$ cat src/rtl/sso_pkg.sv
// Shared constants, types and defaults for the stereo sine oscillator.
`timescale 1ns / 1ps
package sso_pkg;

  // Default geometry of the oscillator
  localparam int PHASE_BITS_DEF       = 24;
  localparam int SINE_TABLE_DEPTH_DEF = 1024;
  localparam int SAMPLE_BITS_DEF      = 16;

  // Shared multiplier operand width (signed)
  localparam int MUL_W  = 33;
  localparam int PROD_W = 2 * MUL_W;

  // Quarter-wave sine polynomial coefficients, Q30
  localparam logic [30:0] Q30_ONE = 31'd1073741824;
  localparam logic [30:0] POLY_A  = 31'd1686629713;
  localparam logic [30:0] POLY_B  = 31'd690630741;
  localparam logic [30:0] POLY_C  = 31'd77742852;

  // Configuration register resets and limits
  localparam logic [15:0] GLIDE_RESET = 16'd6554;
  localparam logic [12:0] BLOCK_RESET = 13'd1024;
  localparam logic [12:0] MAX_BLOCK   = 13'd4096;
  localparam int          APB_ADDR_W  = 3;

  // One finished stereo pair from the core
  typedef struct packed {
    logic signed [15:0] left;
    logic signed [15:0] right;
  } sso_result_t;

endpackage

$ cat src/rtl/sso_mul.sv
// Shared signed multiplier with a registered product.
`timescale 1ns / 1ps
module sso_mul import sso_pkg::*; #(
  parameter int W = MUL_W
) (
  input  logic                  clk,
  input  logic                  en,
  input  logic signed [W-1:0]   a,
  input  logic signed [W-1:0]   b,
  output logic signed [2*W-1:0] prod
);

  always_ff @(posedge clk) begin
    if (en) begin
      prod <= a * b;
    end
  end

endmodule

$ cat src/rtl/sso_core.sv
// Sequencer and datapath: sine, gain, pan and glide through one shared multiplier.
`timescale 1ns / 1ps
module sso_core import sso_pkg::*; #(
  parameter int PHASE_BITS       = PHASE_BITS_DEF,
  parameter int SINE_TABLE_DEPTH = SINE_TABLE_DEPTH_DEF,
  parameter int SAMPLE_BITS      = SAMPLE_BITS_DEF
) (
  input  logic        clk,
  input  logic        rst,
  input  logic        start,
  input  logic [23:0] phase_step,
  input  logic [15:0] pan_target,
  input  logic [15:0] amp_target,
  input  logic [15:0] glide_coefficient,
  output logic        ready,
  output logic        res_valid,
  input  logic        res_take,
  output sso_result_t res
);

  // Table depth must be a power of two
  localparam int LOG2D = $clog2(SINE_TABLE_DEPTH);
  localparam logic signed [33:0] SMAX = (34'sd1 <<< (SAMPLE_BITS - 1)) - 34'sd1;
  localparam logic signed [33:0] OSC_HALF = 34'sd1 <<< (30 - SAMPLE_BITS);
  localparam logic signed [PROD_W-1:0] AMP_HALF = PROD_W'(1) <<< (SAMPLE_BITS - 1);

  typedef enum logic [3:0] {
    S_IDLE, S_OSC, S_AMP, S_PANR, S_PANL, S_MIXL, S_MIXR, S_GLP, S_GLA, S_DONE
  } state_t;

  typedef struct packed {
    logic        neg;
    logic [30:0] x;
  } sine_arg_t;

  // Fold a Q0.32 cycle fraction into the first quadrant
  function automatic sine_arg_t sine_arg(input logic [31:0] f);
    sine_arg_t r;
    r.neg = f[31];
    r.x   = f[30] ? (Q30_ONE - {1'b0, f[29:0]}) : {1'b0, f[29:0]};
    return r;
  endfunction

  state_t                   state;
  logic                     wb;
  logic [1:0]               sidx;
  logic [PHASE_BITS-1:0]    phase;
  logic [15:0]              pan;
  logic [15:0]              amp;
  logic [15:0]              pan_t;
  logic [15:0]              amp_t;
  logic                     sine_neg;
  logic [30:0]              x_q;
  logic [30:0]              x2_q;
  logic [30:0]              y_q;
  logic signed [SAMPLE_BITS-1:0] sine_q;
  logic signed [16:0]       s_q;
  logic signed [16:0]       gr_q;
  logic signed [16:0]       gl_q;
  logic signed [15:0]       left_q;
  logic signed [15:0]       right_q;

  logic                     mul_en;
  logic signed [MUL_W-1:0]  mul_a;
  logic signed [MUL_W-1:0]  mul_b;
  logic signed [PROD_W-1:0] prod;

  logic [30:0]              p30;
  logic signed [31:0]       v;
  logic signed [33:0]       osc_r;
  logic signed [33:0]       gain_r;
  logic signed [PROD_W-1:0] r_sb;
  logic signed [PROD_W-1:0] r15;
  logic signed [PROD_W-1:0] r16;
  logic signed [15:0]       mix_sat;
  logic signed [SAMPLE_BITS-1:0] osc_sat;
  logic signed [16:0]       dpan;
  logic signed [16:0]       damp;
  logic signed [17:0]       glide_sum;
  logic [15:0]              glide_sat;
  logic [31:0]              f_osc;
  logic [31:0]              f_panr;

  sso_mul #(.W(MUL_W)) u_mul (
    .clk  (clk),
    .en   (mul_en),
    .a    (mul_a),
    .b    (mul_b),
    .prod (prod)
  );

  always_comb begin
    f_osc  = {phase[PHASE_BITS-1 -: LOG2D], {(32 - LOG2D){1'b0}}};
    f_panr = {1'b0, pan, 15'b0};
    dpan   = $signed({1'b0, pan_t}) - $signed({1'b0, pan});
    damp   = $signed({1'b0, amp_t}) - $signed({1'b0, amp});

    p30    = prod[60:30];
    v      = sine_neg ? -$signed({1'b0, p30}) : $signed({1'b0, p30});
    osc_r  = (34'(v) + OSC_HALF) >>> (31 - SAMPLE_BITS);
    gain_r = (34'(v) + 34'sd16384) >>> 15;
    r_sb   = (prod + AMP_HALF) >>> SAMPLE_BITS;
    r15    = (prod + PROD_W'(16384)) >>> 15;
    r16    = (prod + PROD_W'(32768)) >>> 16;

    if (osc_r > SMAX) begin
      osc_sat = SAMPLE_BITS'(SMAX);
    end else if (osc_r < -SMAX) begin
      osc_sat = SAMPLE_BITS'(-SMAX);
    end else begin
      osc_sat = SAMPLE_BITS'(osc_r);
    end

    if (r15 > PROD_W'(32767)) begin
      mix_sat = 16'sh7fff;
    end else if (r15 < -PROD_W'(32768)) begin
      mix_sat = 16'sh8000;
    end else begin
      mix_sat = 16'(r15);
    end

    glide_sum = (state == S_GLP) ? ($signed({2'b0, pan}) + 18'(r16))
                                 : ($signed({2'b0, amp}) + 18'(r16));
    if (glide_sum < 18'sd0) begin
      glide_sat = 16'd0;
    end else if (glide_sum > 18'sd65535) begin
      glide_sat = 16'hffff;
    end else begin
      glide_sat = 16'(glide_sum);
    end
  end

  // Operand select for the shared multiplier
  always_comb begin
    mul_en = 1'b0;
    mul_a  = '0;
    mul_b  = '0;
    unique case (state) inside
      S_OSC, S_PANR, S_PANL: begin
        mul_en = !wb;
        case (sidx)
          2'd0: begin
            mul_a = $signed(MUL_W'(x_q));
            mul_b = $signed(MUL_W'(x_q));
          end
          2'd1: begin
            mul_a = $signed(MUL_W'(POLY_C));
            mul_b = $signed(MUL_W'(x2_q));
          end
          2'd2: begin
            mul_a = $signed(MUL_W'(y_q));
            mul_b = $signed(MUL_W'(x2_q));
          end
          default: begin
            mul_a = $signed(MUL_W'(y_q));
            mul_b = $signed(MUL_W'(x_q));
          end
        endcase
      end
      S_AMP: begin
        mul_en = !wb;
        mul_a  = MUL_W'(sine_q);
        mul_b  = $signed(MUL_W'(amp));
      end
      S_MIXL: begin
        mul_en = !wb;
        mul_a  = MUL_W'(s_q);
        mul_b  = MUL_W'(gl_q);
      end
      S_MIXR: begin
        mul_en = !wb;
        mul_a  = MUL_W'(s_q);
        mul_b  = MUL_W'(gr_q);
      end
      S_GLP: begin
        mul_en = !wb;
        mul_a  = MUL_W'(dpan);
        mul_b  = $signed(MUL_W'(glide_coefficient));
      end
      S_GLA: begin
        mul_en = !wb;
        mul_a  = MUL_W'(damp);
        mul_b  = $signed(MUL_W'(glide_coefficient));
      end
      default: begin
        mul_en = 1'b0;
      end
    endcase
  end

  always_ff @(posedge clk) begin
    if (rst) begin
      state <= S_IDLE;
      wb    <= 1'b0;
      sidx  <= 2'd0;
      phase <= '0;
      pan   <= '0;
      amp   <= '0;
    end else begin
      unique case (state) inside
        S_IDLE: begin
          if (start) begin
            {sine_neg, x_q} <= sine_arg(f_osc);
            phase <= phase + PHASE_BITS'(phase_step);
            pan_t <= pan_target;
            amp_t <= amp_target;
            wb    <= 1'b0;
            sidx  <= 2'd0;
            state <= S_OSC;
          end
        end
        S_OSC, S_PANR, S_PANL: begin
          wb <= !wb;
          if (wb) begin
            sidx <= sidx + 2'd1;
            case (sidx)
              2'd0: x2_q <= p30;
              2'd1: y_q  <= POLY_B - p30;
              2'd2: y_q  <= POLY_A - p30;
              default: begin
                if (state == S_OSC) begin
                  sine_q <= osc_sat;
                  state  <= S_AMP;
                end else if (state == S_PANR) begin
                  gr_q  <= 17'(gain_r);
                  {sine_neg, x_q} <= sine_arg(f_panr + 32'h4000_0000);
                  state <= S_PANL;
                end else begin
                  gl_q  <= 17'(gain_r);
                  state <= S_MIXL;
                end
              end
            endcase
          end
        end
        S_AMP: begin
          wb <= !wb;
          if (wb) begin
            s_q   <= 17'(r_sb);
            {sine_neg, x_q} <= sine_arg(f_panr);
            state <= S_PANR;
          end
        end
        S_MIXL: begin
          wb <= !wb;
          if (wb) begin
            left_q <= mix_sat;
            state  <= S_MIXR;
          end
        end
        S_MIXR: begin
          wb <= !wb;
          if (wb) begin
            right_q <= mix_sat;
            state   <= S_GLP;
          end
        end
        S_GLP: begin
          wb <= !wb;
          if (wb) begin
            pan   <= glide_sat;
            state <= S_GLA;
          end
        end
        S_GLA: begin
          wb <= !wb;
          if (wb) begin
            amp   <= glide_sat;
            state <= S_DONE;
          end
        end
        S_DONE: begin
          if (res_take) begin
            state <= S_IDLE;
          end
        end
        default: begin
          state <= S_IDLE;
        end
      endcase
    end
  end

  assign ready     = (state == S_IDLE);
  assign res_valid = (state == S_DONE);
  assign res.left  = left_q;
  assign res.right = right_q;

endmodule

$ cat src/rtl/stereo_sine_oscillator_with_glide.sv
// Top level: APB registers, input handshake, block counter and output word register.
`timescale 1ns / 1ps
// Stereo sine oscillator with equal-power pan and glide.
//
// Each input word is one sample tick: phase_step, pan_target, amp_target.
// The block answers every input word with exactly one output word:
// left_sample, right_sample and last_of_block (high on the final sample of
// each block of block_length samples). Both channels use valid/ready.
//
// Datapath: one shared 33x33 multiplier computes 17 products per sample
// (oscillator sine, amplitude, two pan gains, two channel mixes, two glide
// steps), one after another. An output word becomes valid in the same cycle
// that in_ready rises again. in_ready stays low while a sample is in work, so
// a new input word waits until the previous sample has been handed off.
//
// Stall: the output word sits in a register; a new input word is accepted
// while it waits. If the next sample finishes before the old word is taken,
// the core holds its result and stays busy until the register frees up.
//
// Reset (rst, synchronous): phase, smoothed pan and amplitude and the block
// position clear to zero; glide_coefficient = 6554, block_length = 1024.
// Write registers over APB only while the block is idle.
module stereo_sine_oscillator_with_glide import sso_pkg::*; #(
  parameter int PHASE_BITS       = PHASE_BITS_DEF,
  parameter int SINE_TABLE_DEPTH = SINE_TABLE_DEPTH_DEF,
  parameter int SAMPLE_BITS      = SAMPLE_BITS_DEF
) (
  input  logic                  clk,
  input  logic                  rst,
  // APB configuration port
  input  logic                  psel,
  input  logic                  penable,
  input  logic                  pwrite,
  input  logic [APB_ADDR_W-1:0] paddr,
  input  logic [31:0]           pwdata,
  output logic [31:0]           prdata,
  output logic                  pready,
  // Input words
  input  logic                  in_valid,
  output logic                  in_ready,
  input  logic [23:0]           phase_step,
  input  logic [15:0]           pan_target,
  input  logic [15:0]           amp_target,
  // Output words
  output logic                  out_valid,
  input  logic                  out_ready,
  output logic signed [15:0]    left_sample,
  output logic signed [15:0]    right_sample,
  output logic                  last_of_block
);

  typedef enum logic {REG_GLIDE, REG_BLOCK} reg_idx_t;

  logic [15:0]  glide_coefficient;
  logic [12:0]  block_length;
  logic [11:0]  block_position;

  logic         cfg_write;
  logic         in_fire;
  logic         core_ready;
  logic         core_valid;
  logic         res_take;
  logic         res_fire;
  sso_result_t  core_res;
  logic [12:0]  eff_len;
  logic         is_last;

  // APB: zero wait states, decode on the word index
  assign pready    = 1'b1;
  assign cfg_write = psel && penable && pwrite && pready;

  always_comb begin
    unique case (reg_idx_t'(paddr[2]))
      REG_GLIDE: prdata = {16'b0, glide_coefficient};
      REG_BLOCK: prdata = {19'b0, block_length};
      default:   prdata = '0;
    endcase
  end

  always_ff @(posedge clk) begin
    if (rst) begin
      glide_coefficient <= GLIDE_RESET;
      block_length      <= BLOCK_RESET;
    end else if (cfg_write) begin
      unique case (reg_idx_t'(paddr[2]))
        REG_GLIDE: glide_coefficient <= pwdata[15:0];
        REG_BLOCK: block_length      <= pwdata[12:0];
        default:   glide_coefficient <= glide_coefficient;
      endcase
    end
  end

  // Accept a new sample only while the core is idle
  assign in_ready = core_ready;
  assign in_fire  = in_valid && in_ready;

  sso_core #(
    .PHASE_BITS       (PHASE_BITS),
    .SINE_TABLE_DEPTH (SINE_TABLE_DEPTH),
    .SAMPLE_BITS      (SAMPLE_BITS)
  ) u_core (
    .clk               (clk),
    .rst               (rst),
    .start             (in_fire),
    .phase_step        (phase_step),
    .pan_target        (pan_target),
    .amp_target        (amp_target),
    .glide_coefficient (glide_coefficient),
    .ready             (core_ready),
    .res_valid         (core_valid),
    .res_take          (res_take),
    .res               (core_res)
  );

  // Clamp block length: zero acts as one, anything above the maximum saturates
  always_comb begin
    if (block_length == 13'd0) begin
      eff_len = 13'd1;
    end else if (block_length > MAX_BLOCK) begin
      eff_len = MAX_BLOCK;
    end else begin
      eff_len = block_length;
    end
    is_last = ({1'b0, block_position} + 13'd1) >= eff_len;
  end

  // Move the finished pair into the output register when it is empty or draining
  assign res_take = !out_valid || out_ready;
  assign res_fire = core_valid && res_take;

  always_ff @(posedge clk) begin
    if (rst) begin
      out_valid      <= 1'b0;
      block_position <= '0;
    end else begin
      if (res_fire) begin
        out_valid      <= 1'b1;
        block_position <= is_last ? 12'd0 : (block_position + 12'd1);
      end else if (out_ready) begin
        out_valid <= 1'b0;
      end
    end
  end

  always_ff @(posedge clk) begin
    if (res_fire) begin
      left_sample   <= core_res.left;
      right_sample  <= core_res.right;
      last_of_block <= is_last;
    end
  end

  // A sample in work blocks the input side for at least the next cycle
  a_busy_after_accept: assert property (@(posedge clk) disable iff (rst)
    in_fire |=> !in_ready)
    else $error("input accepted while previous sample still in work");

  // The last word of a block always leaves the position counter at zero
  a_last_clears_pos: assert property (@(posedge clk) disable iff (rst)
    (out_valid && last_of_block) |-> (block_position == 12'd0))
    else $error("block position not cleared after last word");

  // A handed-off result shows up as a valid output word
  a_result_lands: assert property (@(posedge clk) disable iff (rst)
    res_fire |=> out_valid)
    else $error("finished sample did not reach output register");

  // The core never holds a result while the output register is free
  a_no_idle_hold: assert property (@(posedge clk) disable iff (rst)
    (core_valid && !out_valid) |=> !core_valid)
    else $error("core result stuck with empty output register");

endmodule
$ cat config.mk
export PLATFORM = sky130hd
export DESIGN_NAME = stereo_sine_oscillator_with_glide
export DESIGN_NICKNAME = d
export VERILOG_FILES = /design/src/rtl/sso_pkg.sv /design/src/rtl/sso_mul.sv /design/src/rtl/sso_core.sv /design/src/rtl/stereo_sine_oscillator_with_glide.sv
export SDC_FILE = /design/constraint.sdc
export NUM_CORES = 2
export LEC_CHECK = 0
export ABC_CLOCK_PERIOD_IN_PS = 27100
export BUFFER_PORTS_ARGS = -buffer_cell sky130_fd_sc_hd__buf_2
export CAP_MARGIN = 15
export CORE_MARGIN = 2
export CORE_UTILIZATION = 45
export CTS_BUF_LIST = sky130_fd_sc_hd__clkbuf_4 sky130_fd_sc_hd__clkbuf_8
export CTS_CLUSTER_SIZE = 14
export DETAILED_ROUTE_END_ITERATION = 12
export SYNTH_ARGS = -nofsm -noshare
export SYNTH_HDL_FRONTEND = slang
export SYNTH_HIERARCHICAL = 1
export SYNTH_SLANG_ARGS = --single-unit
$ cat constraint.sdc
create_clock -name clk -period 27.1 [get_ports clk]
set_input_delay 2.71 -clock clk [delete_from_list [all_inputs] [get_ports clk]]
set_output_delay 2.71 -clock clk [all_outputs]
set_load 0.01 [all_outputs]
; ---- Word-level counts from Yosys, hierarchy flattened
; Index checks and enable logic that the tools add are counted.
[word_totals]
reg_bits = 429
inputBits = 98
word_cells = 174
[op_classes]
add_sub_neg = 18
mul = 1
order_cmp = 8
n_eq_ne = 22
muxes = 53
bitwise_logic = 5
n_reduce_logical = 40
[ops]
columns = op, n
row1 = $pmux 33 s5, 2
row2 = $mux 31, 10
row3 = $pmux 31 s2, 2
row4 = $pmux 31 s3, 1
row5 = $sub 31x30->31 const A, 3
row6 = $mux 16, 5
row7 = $add 66x16->66 const B, 1
row8 = $mul 33x33->66, 1
row9 = $pmux 32 s2, 1
row10 = $gt 51x16->1 const B, 1
row11 = $lt 51x16->1 const B, 1
row12 = $mux 4, 10
row13 = $add 17x18->18, 2
row14 = $add 34x17->34 const B, 1
row15 = $sub 16x16->17, 2
row16 = $add 32x16->33 const B, 1
row17 = $add 31x31->32 const B, 1
row18 = $mux 32, 1
row19 = $neg 31->32, 1
row20 = $pmux 4 s8, 1
row21 = $sub 30x31->31 const A, 1
row22 = $sub 31x31->31 const A, 1
row23 = $mux 13, 2
row24 = $add 24x24->24, 1
row25 = other kinds (43), 94

; ---- Logic depth before layout (Yosys ltp)
[logic_depth]
word_depth = 8
depth_mapped = 46

; ---- Modules after synthesis
; The synthesis kept the hierarchy.
[modules_own_cells]
columns = mod, n_inst, cells_each, area_each_um2, seq_area_each_um2
row1 = sso_mul, 1, 4293, 40889.2, 1981.9
row2 = sso_core, 1, 1938, 18037.3, 7567.3
row3 = stereo_sine_oscillator_with_glide, 1, 334, 3394.5, 1831.8

; ---- Worst setup path before layout
; OpenSTA, ideal clock, no wires.
[synth_timing]
kind = reg-to-reg
start = reg u_core.amp_t[0]
end = reg u_core.u_mul.prod[59], data pin
setup_ns = 0.259
t_arrival_ns = 10.785
required_ns = 26.841
setup_slack_ns = 16.056
stages_incl_launch_ff = 41
path_buffers = 4
synth_period_minus_slack_ns = 11.044
cell_sequence = edfxtp_1 -> inv_1 -> ha_1 -> inv_1 -> fa_1 -> a21o_1 -> a21oi_1 -> o21bai_1 -> a21o_1 -> a21oi_1 -> o21ai_0 -> o41ai_1 -> o21a_1 -> o21ai_0 -> and3_1 -> clkbuf_1 -> clkbuf_1 -> inv_1 -> (+5 left out) -> fa_1 -> fa_1 -> fa_1 -> fa_1 -> fa_1 -> inv_1 -> fa_1 -> inv_1 -> ha_1 -> clkbuf_4 -> a221o_1 -> a21oi_1 -> o21ai_0 -> a211o_1 -> a31o_2 -> a31oi_1 -> o21ai_0 -> xnor2_1
[synth_via]
elab_chain_len = 3
[synth_rtl]
columns = element, line
row1 = from (decl), sso_core.sv:51  ; logic [15:0] amp_t;
row2 = from (signal assigned), sso_core.sv:206  ; amp_t <= amp_target;
row3 = $sub 16x16->17, sso_core.sv:96  ; damp = $signed({1'b0, amp_t}) - $signed({1'b0, amp});
row4 = $pmux 33 s5, sso_core.sv:138  ; unique case (state) inside
row5 = named net u_core.mul_a[31], sso_core.sv:64  ; logic signed [MUL_W-1:0] mul_a;
row6 = $mul 33x33->66, sso_mul.sv:15  ; prod <= a * b;
row7 = to (signal assigned), sso_mul.sv:15
row8 = to (decl), sso_mul.sv:10  ; output logic signed [2*W-1:0] prod
; The timed path passes the listed nets, and every way through them passes these cells.
; A chain may end at the register's enable or synchronous reset.

; ---- Worst setup path after layout
[layout_timing]
start = reg u_core.amp[0]
end = reg u_core.u_mul.prod[64], data pin
[layout_via]
elab_chain_len = 3
word_cells_on_any_way = 4
cone_classes = 1 x add/sub / 1 x mul / 2 x mux
[layout_rtl]
columns = element, line
row1 = from (decl), sso_core.sv:49  ; logic [15:0] amp;
row2 = from (signal assigned), sso_core.sv:268  ; amp <= glide_sat;
row3 = $sub 16x16->17, sso_core.sv:96
row4 = $pmux 33 s5, sso_core.sv:138
row5 = named net u_core.mul_a[16], sso_core.sv:64
row6 = $mul 33x33->66, sso_mul.sv:15
; The timed path passes the listed nets, and every way through them passes these cells.

==> summary by stage <==
Timing
The actual slew at the worst max-slew pin is about 1.2 ns. The post-layout minimum cycle time is approximately 12 ns. Setup violations remaining at the end of the flow were counted as 0.

The total count of hold-check failures in the final report is 0. Based on the critical path, the design can be clocked at up to slightly above 80 MHz. The headroom to the max-slew limit is 16.63%. In the post-route analysis, the smallest setup slack over all paths is roughly 15 ns. Of the available clock period, the critical path in the final layout requires 45.55%. For the final routed database, the setup TNS stands at 0 ns. The max-slew violation total from the final report came to 0. Setup repair after global routing left no endpoint under its margin.

The final clock skew is ~0.055 ns.

Layout
After the last flow step, the layout net total stands at just over 8,000. Summing all multi-input logic gate instances after layout gives approximately 45,000 µm². From synthesis to final layout, the design area changed by 6.456%. Summing all non-filler instances in the final layout gives an area of 65,790 µm². Registers take approximately 11,000 µm². The total inserted antenna cells is 0. Cells with a size suffix above 1 make up slightly below 7% of the layout. Counting the fill cells in the layout gives between 10,000 and 15,000.

Floorplanning
The core region is 135,800 µm². The number of top-level design ports is 166. The floorplan step set the die height to 374.6 µm. The die covers 140,300 µm².

Measured along the x axis, the die boundary spans ~370 µm. The placement row count is approximately 140. The initial utilization of the core area, before any placement, comes to between 40% and 50%.

Global route
The global-route congestion overflow total is 0. The largest net degree at the start of global routing is 78. The initial antenna violation count was 7. The via count of the first global-routing pass was between 40,000 and 50,000. For this run, the total global-route usage over all layers was measured as 25.24%. The global-route wire length before repair is 275.5 mm.

Power
The analysis attributes to cell leakage a power of ~0.032 µW. For this design the ratio of total power to cell area is roughly 52 nW/µm². Registers are responsible for around 29% of the overall power. The worst IR drop on VDD is around 55 µV. The cell-internal power is 1747 µW. The combinational power share is a little over half. After layout, the design draws a total of around 3400 µW. The share of power burned in the clock network is between 10% and 20%. In this run switching power makes up 49.07% of total power.

For this design the total switching power over the nets is between 1500 and 2000 µW.

Critical path
The launching instance or port of the critical path is u_core/amp[0]. The worst setup path is launched from a register. The logic depth of the worst register-to-register path is 38.

The critical path is of the register to register type. The critical register-to-register path startpoint is u_core/amp[0]. The slowest stage of the critical path belongs to the cell sky130_fd_sc_hd__a2111oi_0.

The capturing element type of the critical path is a register. The data arrival time of the worst path is about 13 ns. For the worst setup path, the data required time is about 27 ns. The cell that appears most often on the critical path is sky130_fd_sc_hd__fa_1. The critical path ends at u_core/u_mul/prod[64]. The delay of the slowest cell on the worst path is 0.97 ns. The maximum fanout count along the critical path is 19. The endpoint identified for the worst register-to-register timing path is u_core/u_mul/prod[64]. Setup slack on the worst reg-to-reg path comes out at between 10 and 15 ns.

CTS
The number of hold-repair buffers added at the cts stage is 0. For this design, the sink count on the clock tree is 400. Counting along the longest clock path gives a buffer depth of 3. In this run the post-CTS setup repair buffer count came out at 0. The later pin in the worst-skew pair is clocked with a latency of between 0.6 and 0.7 ns. The tree is rooted in a sky130_fd_sc_hd__clkbuf_8. Clock-pin slew was measured on the worst setup and hold paths at 0.07 ns. The H-tree was split into 3 levels.

The number of CTS-inserted buffers is 67. After clock tree synthesis, the repair step resized 0 gates. TritonCTS built the clock tree.

Synthesis
The gate count after technology mapping is around 6,500. The area of the mapped netlist is 61,800 µm². A synthesized cell averages approximately 9.5 µm².

The Yosys warning count is 6.

Placed design
The count of input and output buffers is 130. At the placement stage, the worst setup path has a slack of around 15 ns. The congestion estimate from routability-driven global placement came to about 0.93.

The placed standard-cell area is about 64,000 µm². The wire-length estimate of the detail-placed layout is roughly 140 mm.

Min path
The worst hold path begins at u_core/right_q[10]. The min-delay analysis places its worst path in the category register to register.

Detailed routing
The final layout contains routed wiring with a total length of ~170 mm. In the routed design, unresolved DRC markers number 0. Dividing the detail-routed wire length by the instance count gives roughly 21 µm. For this block, the initial DRC count from the detailed router was 3,478. In the routed layout, each cell is associated on average with a via count of 5.451. The pre-antenna-repair detailed-routing pass consisted of 7 iterations. The number of vias after detailed routing is ~45,000. The post-route antenna net violation count is 0.

Run
The count of maximum capacitance violations is 0.

Status
The run finished with clean final reports.
-- worst min-delay path by stage --
stage	endpoint	cells past startpoint
finish	right_sample[10]	0
global route	left_sample[12]	0
CTS	left_sample[10]	0
detailed placement	left_sample[10]	0
global placement	right_sample[14]	0
floorplan	left_sample[0]	0
-- worst max-delay path, delay by kind of cell, from the launching register on --
family	cells	cell delay (ns)
AOI/OAI and AO/OA	13	3.74
adders and majority gates	11	5.05
buffers and inverters	7	0.90
DFF	1	0.50
and+or+nand+nor	7	1.79
-- registers in the layout (all words and copies together) (netlist names), 17 cells and up --
name,flops
u_core/gl_q,17
u_core/gr_q,17
u_core/phase,24
u_core/s_q,17
u_core/u_mul/prod,52
u_core/x2_q,31
u_core/y_q,31
-- cell usage in the layout (no fill, tap or decap), types with 26 or more instances in the layout --
cell type	n
sky130_fd_sc_hd__a32o_1	37
sky130_fd_sc_hd__nor3_1	49
sky130_fd_sc_hd__clkbuf_8	75
sky130_fd_sc_hd__ha_1	325
sky130_fd_sc_hd__o21ai_0	156
sky130_fd_sc_hd__a21oi_1	219
sky130_fd_sc_hd__xnor2_1	167
sky130_fd_sc_hd__edfxtp_1	295
sky130_fd_sc_hd__inv_1	1281
sky130_fd_sc_hd__nand2_1	823
sky130_fd_sc_hd__a31oi_1	27
sky130_fd_sc_hd__buf_4	105
sky130_fd_sc_hd__nand2b_1	30
sky130_fd_sc_hd__nand3_1	83
sky130_fd_sc_hd__a21o_1	46
sky130_fd_sc_hd__nor2_1	188
sky130_fd_sc_hd__buf_2	130
sky130_fd_sc_hd__nor2b_1	30
sky130_fd_sc_hd__and2_1	574
sky130_fd_sc_hd__nand4_1	48
sky130_fd_sc_hd__fa_1	1150
sky130_fd_sc_hd__a222oi_1	26
sky130_fd_sc_hd__dfxtp_1	105
sky130_fd_sc_hd__xor2_1	76
-- power by group through the flow --
stage	clock network (µW)	logic, µW	registers [µW]
after floorplan	0	1300	874
after detailed placement	0	1840	985
after global placement	0	1820	983
final	592	1860	980
after CTS	604	1850	973
after global routing	629	2040	984
-- metrics by stage --
step           cells  utilization (%)  hold slack (ns)
2_1_floorplan   6552                -           0.4003
3_3_place_gp    8218            47.37           0.4016
3_5_place_dp    8218            47.37           0.4045
4_1_cts         8339            48.44           0.4188
5_1_grt         8341            48.45           0.4222
6_report        8341            48.45           0.4170
-- layout make-up --
cell class	instances	area share, %
clock inverter	30	0.4393
multi-input combinational	4519	68.25
inverter	1285	7.331
sequential	400	16.66
clock buffer	91	1.751
timing repair buffer	235	2.187
tap	1781	3.387
-- per-layer routing --
layer	vias to the layer above	global-route usage (%)	part of all wire [%]
li1	20310	-	-
met5	-	0	0
met3	243	3.701	6.4
met4	0	6.634	2.8
met1	23510	34.13	43
met2	1398	42.46	48
No activity file was read; power rests on OpenSTA's default activity.
